$ cat config.mk
export PLATFORM = sky130hd
export DESIGN_NAME = rsmp_mac
export DESIGN_NICKNAME = d
export VERILOG_FILES = /design/src/rtl/rsmp_pkg.sv /design/src/rtl/rsmp_mac.sv
export SDC_FILE = /design/constraint.sdc
export NUM_CORES = 1
export LEC_CHECK = 0
export BUFFER_PORTS_ARGS = -buffer_cell sky130_fd_sc_hd__buf_2
export CAP_MARGIN = 20
export CORE_ASPECT_RATIO = 0.9
export CORE_UTILIZATION = 55
export DETAILED_ROUTE_END_ITERATION = 7
export HOLD_SLACK_MARGIN = 0.1
export PLACE_DENSITY = 0.72
export SLEW_MARGIN = 0
export SYNTH_ARGS = -nofsm -noshare
export SYNTH_HDL_FRONTEND = slang
export SYNTH_SLANG_ARGS = --single-unit
$ cat constraint.sdc
create_clock -name clk -period 20.1 [get_ports clk]
set_input_delay 4.02 -clock clk [delete_from_list [all_inputs] [get_ports clk]]
set_output_delay 4.02 -clock clk [all_outputs]
set_load 0.005 [all_outputs]
$ cat src/rtl/rsmp_pkg.sv
// ----------------------------------------------------------------------------
// rsmp_pkg - shared types and codes of the bilinear resampler
// Register indexes, input action codes, the pixel type and the blend
// control struct.
// ----------------------------------------------------------------------------
package rsmp_pkg;

  localparam int REG_IDX_W = 2;

  localparam logic [REG_IDX_W-1:0] REG_SOURCE_WIDTH  = 2'd0;
  localparam logic [REG_IDX_W-1:0] REG_SOURCE_HEIGHT = 2'd1;
  localparam logic [REG_IDX_W-1:0] REG_X_STEP        = 2'd2;
  localparam logic [REG_IDX_W-1:0] REG_Y_STEP        = 2'd3;

  localparam logic ACT_LOAD    = 1'b0;
  localparam logic ACT_REQUEST = 1'b1;

  localparam int COORD_W = 12;
  localparam int STEP_W  = 24;
  localparam int SIZE_W  = 9;
  localparam int FRAC_W  = 16;

  typedef struct packed {
    logic [7:0] red;
    logic [7:0] green;
    logic [7:0] blue;
  } pixel_t;

  typedef struct packed {
    logic first;
    logic enable;
  } mac_ctrl_t;

endpackage

$ cat src/rtl/rsmp_mac.sv
// ----------------------------------------------------------------------------
// rsmp_mac - three-lane weighted accumulator
// Multiply each channel by the current weight and accumulate four terms.
// ----------------------------------------------------------------------------
module rsmp_mac
  import rsmp_pkg::*;
#(
  parameter int WEIGHT_BITS = 8
) (
  input  logic                   clk,
  input  mac_ctrl_t              ctrl,
  input  pixel_t                 pix,
  input  logic [2*WEIGHT_BITS:0] wgt,
  output pixel_t                 blend
);

  localparam int WW   = 2 * WEIGHT_BITS + 1;
  localparam int ACCW = 2 * WEIGHT_BITS + 8;

  logic [ACCW-1:0] acc [3];
  logic [ACCW-1:0] prod [3];
  logic [7:0]      chan [3];

  assign chan[0] = pix.red;
  assign chan[1] = pix.green;
  assign chan[2] = pix.blue;

  always_comb begin
    for (int i = 0; i < 3; i++) begin
      prod[i] = ACCW'({{(ACCW-8){1'b0}}, chan[i]} * {{(ACCW-WW){1'b0}}, wgt});
    end
  end

  always_ff @(posedge clk) begin
    for (int i = 0; i < 3; i++) begin
      if (ctrl.enable) begin
        acc[i] <= ctrl.first ? prod[i] : acc[i] + prod[i];
      end
    end
  end

  // drop the fraction: truncate by 2*WEIGHT_BITS
  assign blend.red   = acc[0][ACCW-1 -: 8];
  assign blend.green = acc[1][ACCW-1 -: 8];
  assign blend.blue  = acc[2][ACCW-1 -: 8];

endmodule

---- After elaboration in Yosys (flattened, before gate mapping) ----
Memory sizes are Yosys's and may differ from the RTL's.
Index checks and enable logic that the tools add are counted.
W data, S select, Z words.
word-level totals
  flip-flop bits (word level) ............. 0
  memory bits (writable) .................. 72
  input bits .............................. 44
  output and inout port bits .............. 24
  logic and storage cells ................. 12
  memories ................................ 1
memories
  memory  depth  width  rd ports  clocked after Yosys merged registers in  wr ports  line            RTL
  acc     3      24     3         0                                        3         rsmp_mac.sv:20  logic [ACCW-1:0] acc [3];
cells by class
  add/subtract/negate cells ............... 3
  multiply operators ...................... 3
  muxes and demuxes ....................... 5
operators by type and width
  kind              number
  $add A24 B24 Y24  3
  $mul A8 B17 Y24   3
  $mux W24          3
  $mux W1           2

---- Longest topological paths before layout ----
Gate-level depths: netlist of the first run.
  depth in word-level cells ............... 3
  gate-level depth with buffers ........... 28
  mapped depth without buffers ............ 26

---- Least setup slack after synthesis of the first run ----
OpenSTA, ideal clock, no wires.
  kind .................................... input-to-reg
  start ................................... in pix[18] (netlist name)
  end ..................................... mem acc[0][20] (netlist name), data pin
  setup time .............................. 0.260 ns
  arrival time ............................ 9.585 ns
  required time ........................... 19.840 ns
  setup slack ............................. 10.255 ns
  cell stages on the path ................. 25
  path buffers ............................ 1
  cell sequence ........................... clkbuf_1 nand2_1 fa_1 fa_1 inv_1 fa_1 inv_1 fa_1 inv_1 ha_1 or4_1 o21ai_2 inv_1 o21a_1 a21oi_1 xnor2_1 ha_1 nand2_1 nor3_1 a2111oi_2 nor3_1 a2111oi_4 a21oi_1 xor2_1 mux2_2
RTL lines
  item             line            RTL
  start, declared  rsmp_mac.sv:12  input pixel_t pix,
  end, declared    rsmp_mac.sv:20

==> results of run 1 <==
[kinds of logic (layout without fill, tap and decap cells)]
kind of cell / after synthesis / after routing / share of synthesized area
muxes: 16 / 16 / 0.00939
DFF: 72 / 72 / 0.114
xor gates and xnor gates: 119 / 119 / 0.0558
AOI/OAI and AO/OA: 363 / 363 / 0.127
other: 0 / 2 / 0
and+or+nand+nor: 702 / 702 / 0.191
adders and majority gates: 471 / 471 / 0.419
buffers and inverters: 401 / 382 / 0.0844
[layer usage]
metal	share of wire	up-vias	GRT usage
li1	-	6927	-
met1	0.45	7150	0.351
met2	0.47	454	0.432
met3	0.067	72	0.0519
met4	0.020	4	0.0795
met5	0.00063	-	0
[worst reg2reg max path, cell delays in order, from the launching register on]
cell and delay (ps):
sky130_fd_sc_hd__edfxtp_1 370, sky130_fd_sc_hd__ha_1 250, sky130_fd_sc_hd__fa_1 430, sky130_fd_sc_hd__a21oi_1 230, sky130_fd_sc_hd__o22ai_1 210, sky130_fd_sc_hd__a2111oi_2 420
sky130_fd_sc_hd__nor3_1 150, sky130_fd_sc_hd__a2111oi_4 370, sky130_fd_sc_hd__a21oi_1 130, sky130_fd_sc_hd__xor2_1 150, sky130_fd_sc_hd__mux2_2 260
[cells in the final DEF, fill, tap and decap left out, drive strengths merged, types with 5 or more instances in the layout]
cell | synthesis | layout
o311ai | 5 | 5
xor2 | 40 | 40
buf | 29 | 70
nor2 | 89 | 89
edfxtp | 72 | 72
o21ai | 68 | 68
nor2b | 13 | 13
and3 | 14 | 14
or3 | 7 | 7
a21o | 50 | 50
a2111oi | 6 | 6
nand4 | 9 | 9
o211ai | 14 | 14
nand2 | 213 | 213
a211o | 5 | 5
nand2b | 8 | 8
ha | 201 | 201
and2 | 284 | 284
inv | 296 | 298
a211oi | 16 | 16
o21a | 15 | 15
a31oi | 9 | 9
o21bai | 15 | 15
a21oi | 110 | 110
nor3 | 18 | 18
o31ai | 9 | 9
xnor2 | 78 | 78
fa | 270 | 270
clkbuf | 76 | 9
nand3 | 27 | 27
mux2 | 14 | 14
[cell usage after synthesis (49+ instances only)]
library cell and n:
sky130_fd_sc_hd__ha_1 201, sky130_fd_sc_hd__o21ai_0 49, sky130_fd_sc_hd__a21oi_1 110, sky130_fd_sc_hd__edfxtp_1 72, sky130_fd_sc_hd__nand2_1 213, sky130_fd_sc_hd__fa_1 270, sky130_fd_sc_hd__clkbuf_1 76, sky130_fd_sc_hd__and2_1 284
sky130_fd_sc_hd__inv_1 295, sky130_fd_sc_hd__nor2_1 89, sky130_fd_sc_hd__xnor2_1 78, sky130_fd_sc_hd__a21o_1 50
[metrics by stage]
step / util / cell area [sq um]
2_1_floorplan: - / 18900
3_3_place_gp: 0.570 / 19400
3_5_place_dp: 0.570 / 19400
4_1_cts: 0.580 / 19700
5_1_grt: 0.580 / 19700
6_report: 0.580 / 19700
[worst max path at each step]
stage,slack [ps],end
6_report,10020,acc[0][71]
5_1_grt,9550,acc[0][47]
4_1_cts,10060,acc[0][20]
3_5_place_dp,9620,acc[0][71]
3_3_place_gp,9740,acc[0][20]
2_1_floorplan,10250,acc[0][20]
[cell type report]
class	instances	area share
Clock inverter	7	0.00476
Sequential cell	72	0.110
Multi-Input combinational cell	1671	0.769
Timing Repair Buffer	70	0.0189
Tap cell	462	0.0293
Antenna cell	2	0.000254
Inverter	296	0.0564
Clock buffer	9	0.0114
==> flow_metrics.env, run 1 <==
export IMPL_port_buffer_count=67
export IMPL_postCtsSetupRepairBufs=0
export IMPL_holdPathEnd="acc[0][24]"
export IMPL_synthesis_area_sq_um=18900
export IMPL_insertion_delay_ps=380
export IMPL_net_total_in_the_final_layout=2635
export IMPL_timing_critical_path_required_ps=20230
export IMPL_worst_path_dominant_cell_family="adder cells"
export IMPL_hold_path_class="register to register"
export IMPL_rr_worst_depth=10
export IMPL_grt_pass1_vias=15000
export IMPL_worst_slew_pin_slew_ps=707
export IMPL_synth_ff_type="sky130_fd_sc_hd__edfxtp_1"
export IMPL_cts_hold_buffers=0
export IMPL_hold_depth=2
export IMPL_postSynthRegisterBits=72
export IMPL_initial_core_util=0.557
export IMPL_rsz0062_at_grt="no"
export IMPL_critical_path_reg2reg_endpoint="acc[0][20]"
export IMPL_cp_slowest_stage_delay_ps=540
export IMPL_synthesis_instances=2144
export IMPL_clock_pin_slew_on_the_worst_setup_and_hold_paths_ps=70
export IMPL_floorplan_die_area_sq_um=35100
export IMPL_synth_top_cell_area_share=0.286
export IMPL_dp_cells=2570
export IMPL_post_layout_minimum_cycle_time_ps=10080
export IMPL_ys_top_cells_by_area="sky130_fd_sc_hd__fa_1 29%, sky130_fd_sc_hd__ha_1 13%, sky130_fd_sc_hd__edfxtp_1 11%, sky130_fd_sc_hd__and2_1 9.4%, sky130_fd_sc_hd__inv_1 5.9%"
export IMPL_setup_worst_path_start="wgt[5]"
export IMPL_postSynth_asyncResetShare=0
export IMPL_pre_cts_slack_ps=9620
export IMPL_instances_no_fill=2589
export IMPL_routability_congestion_estimate_from_global_placement=0.905
export IMPL_route_final_wire_length_um=44400
export IMPL_run_status="completed"
export IMPL_clock_tree_htree_level_count=3
export IMPL_register_containing_the_most_flip_flops_in_the_final_layout="acc"
export IMPL_arrival_ps=10210
export IMPL_largest_register_ffs=72
export IMPL_ant_nets=0
export IMPL_timing_slew_headroom=0.529
export IMPL_report_final_slew_viol_count=0
export IMPL_max_cap_violations=0
export IMPL_max_clock_path_buffers=2
export IMPL_core_rowCount=64
export IMPL_timing_setup_tns_ps=0
export IMPL_drt_iter0_markers=918
export IMPL_seqCellArea_sq_um=2160
export IMPL_viasPerCell=5.64
export IMPL_post_cts_resized_instances=0
export IMPL_grt_pass1_wl_um=73300
export IMPL_critical_path_slowest_cell="sky130_fd_sc_hd__fa_1"
export IMPL_worst_r2r_setup_slack_ps=16900
export IMPL_post_synth_cell_area_avg_sq_um=8.82
export IMPL_cts_root_buf="sky130_fd_sc_hd__clkbuf_16"
export IMPL_design_portCount=68
export IMPL_cp_most_frequent_cell="sky130_fd_sc_hd__fa_1"
export IMPL_holdCritStartpoint="acc[0][24]"
export IMPL_criticalPathCategory="primary input to register"
export IMPL_grt_use_total=0.263
export IMPL_finalWorstSetupSlack_ps=10020
export IMPL_start_kind="primary input"
export IMPL_overflow=0
export IMPL_clkSinkCount=72
export IMPL_finalClockSkew_ps=10.5
export IMPL_synthesis_yosys_warnings=0
export IMPL_post_route_drc_count=0
export IMPL_multi_input_area_sq_um=15200
export IMPL_synth_top_area_cell="sky130_fd_sc_hd__fa_1"
export IMPL_critical_path_max_fanout=24
export IMPL_path_buf_inv=4
export IMPL_flow_area_growth_from_synthesis_pct=4.18
export IMPL_grt_max_degree=55
export IMPL_initial_antenna_violation_count=5
export IMPL_timing_critical_path_to_type="register"
export IMPL_avgRoutedWirePerCell_um=17.1
export IMPL_route_vias_total=14600
export IMPL_timing_rr_start="acc[0][0]"
export IMPL_hpwlAfterDp_um=34200
export IMPL_fillCellCount=3063
export IMPL_cts_buffers_inserted=9
export IMPL_layout_top_registers="acc (72)"
export IMPL_fp_dieW_um=197
export IMPL_layout_drive_gt1_share=0.0513
export IMPL_timing_hold_ws_ps=684
export IMPL_min_period_over_period=0.501
export IMPL_core_area_sq_um=34000
export IMPL_dieHeight_um=178
export IMPL_drtPass1Iterations=5
export IMPL_synth_edff_count=72
export IMPL_report_final_hold_viol_count=0
export IMPL_path_depth=25
export IMPL_fmax_mhz=99.2
export IMPL_cts_tree="yes"
export IMPL_portion_of_the_post_synthesis_area_used_by_sequential_elements=0.114
export IMPL_timing_final_setup_violations=0
export IMPL_cell_variety_after_synth=70
export IMPL_synthesis_nets=2659
Power of run 1 is not shown: default switching activity piles up to over one toggle a cycle in this logic, so the estimate is an artifact.
==> run 2: changes to the inputs <==
==> constraint.sdc (replaced) <==
create_clock -name clk -period 9.9 [get_ports clk]
set_input_delay 1.98 -clock clk [delete_from_list [all_inputs] [get_ports clk]]
set_output_delay 1.98 -clock clk [all_outputs]
set_load 0.005 [all_outputs]
==> flow_metrics.env, run 2 (same netlist as run 1, synthesis figures left out) <==
export IMPL_fmax_mhz=125
export IMPL_grt_max_degree=55
export IMPL_grt_pass1_wl_um=72500
export IMPL_fp_dieW_um=197
export IMPL_multi_input_area_sq_um=15200
export IMPL_insertion_delay_ps=370
export IMPL_routability_congestion_estimate_from_global_placement=0.914
export IMPL_rsz0062_at_grt="no"
export IMPL_largest_register_ffs=72
export IMPL_worst_r2r_setup_slack_ps=6700
export IMPL_timing_setup_tns_ps=0
export IMPL_drt_iter0_markers=880
export IMPL_timing_critical_path_required_ps=10030
export IMPL_initial_antenna_violation_count=5
export IMPL_report_final_hold_viol_count=0
export IMPL_cp_slowest_stage_delay_ps=560
export IMPL_flow_area_growth_from_synthesis_pct=4.08
export IMPL_critical_path_max_fanout=24
export IMPL_cts_tree="yes"
export IMPL_register_containing_the_most_flip_flops_in_the_final_layout="acc"
export IMPL_post_layout_minimum_cycle_time_ps=8020
export IMPL_avgRoutedWirePerCell_um=17.0
export IMPL_net_total_in_the_final_layout=2636
export IMPL_dpl_cell_area_sq_um=19400
export IMPL_drtPass1Iterations=5
export IMPL_hpwlAfterDp_um=34000
export IMPL_clock_tree_htree_level_count=3
export IMPL_worst_slew_pin_slew_ps=719
export IMPL_timing_critical_path_to_type="register"
export IMPL_cts_hold_buffers=0
export IMPL_clkSinkCount=72
export IMPL_clock_pin_slew_on_the_worst_setup_and_hold_paths_ps=70
export IMPL_viasPerCell=5.63
export IMPL_post_route_drc_count=0
export IMPL_grt_use_total=0.260
export IMPL_most_common_layout_cells="295 x sky130_fd_sc_hd__inv_1, 284 x sky130_fd_sc_hd__and2_1, 270 x sky130_fd_sc_hd__fa_1, 213 x sky130_fd_sc_hd__nand2_1, 201 x sky130_fd_sc_hd__ha_1"
export IMPL_layout_drive_gt1_share=0.0522
export IMPL_floorplan_die_area_sq_um=35100
export IMPL_hold_path_class="register to register"
export IMPL_max_clock_path_buffers=2
export IMPL_initial_core_util=0.557
export IMPL_route_vias_total=14600
export IMPL_timing_slew_headroom=0.521
export IMPL_criticalPathCategory="primary input to register"
export IMPL_cts_buffers_inserted=9
export IMPL_core_area_sq_um=34000
export IMPL_seqCellArea_sq_um=2160
export IMPL_ant_nets=0
export IMPL_cts_root_buf="sky130_fd_sc_hd__clkbuf_16"
export IMPL_route_final_wire_length_um=44000
export IMPL_timing_final_setup_violations=0
export IMPL_port_buffer_count=67
export IMPL_overflow=0
export IMPL_postCtsSetupRepairBufs=0
export IMPL_start_kind="primary input"
export IMPL_fillCellCount=3080
export IMPL_finalClockSkew_ps=7.91
export IMPL_mostFrequentLayoutCell="sky130_fd_sc_hd__inv_1"
export IMPL_final_cell_area_sq_um=19700
export IMPL_layout_top_registers="acc (72)"
export IMPL_run_status="completed"
export IMPL_critical_path_slowest_cell="sky130_fd_sc_hd__or4_1"
export IMPL_arrival_ps=8150
export IMPL_design_portCount=68
export IMPL_max_cap_violations=0
export IMPL_dieHeight_um=178
export IMPL_grt_pass1_vias=14700
export IMPL_post_cts_resized_instances=0
export IMPL_min_period_over_period=0.810
export IMPL_timing_hold_ws_ps=675
export IMPL_report_final_slew_viol_count=0
export IMPL_core_rowCount=64
## run 2: final timing paths
kind | startpoint | end | depth (start not counted)
max reg2reg | acc[0][0] | acc[0][20] | 10
min reg2reg | acc[0][24] | acc[0][24] | 2
min | acc[0][24] | acc[0][24] | 2
max | wgt[5] | acc[0][20] | 25
## run 2: layout make-up
class                           instances  share of cell area
Antenna cell                            1            0.000127
Clock buffer                            9              0.0114
Clock inverter                          7             0.00356
Inverter                              296              0.0564
Multi-Input combinational cell       1671               0.770
Sequential cell                        72               0.110
Tap cell                              462              0.0294
Timing Repair Buffer                   71              0.0193
## run 2: routing by layer
layer | track usage | up-vias | routed length, um | share of wire
li1 | - | 6951 | - | -
met1 | 0.360 | 7141 | 20000 | 0.46
met2 | 0.422 | 409 | 20500 | 0.47
met3 | 0.0429 | 57 | 2610 | 0.059
met4 | 0.0724 | 6 | 791 | 0.018
met5 | 0 | - | 37 | 0.00084
## run 2: stage by stage
stage	worst slack, ps	std cells	utilization
floorplan	2090	2144	-
global placement	1590	2571	0.570
detailed placement	1530	2571	0.570
CTS	1920	2587	0.579
global route	1440	2588	0.580
finish	1880	2589	0.580
## run 2: worst max-delay path: cells and delay by family
kind	cells	cell delay [ps]
AO/OA/AOI/OAI	6	1330
buffers and inverters	5	580
adder cells (fa/ha/maj)	6	2600
AND/OR/NAND/NOR	5	1080
multiplexers	1	260
XOR/XNOR	2	320
Power of run 2 is left out for the same reason.
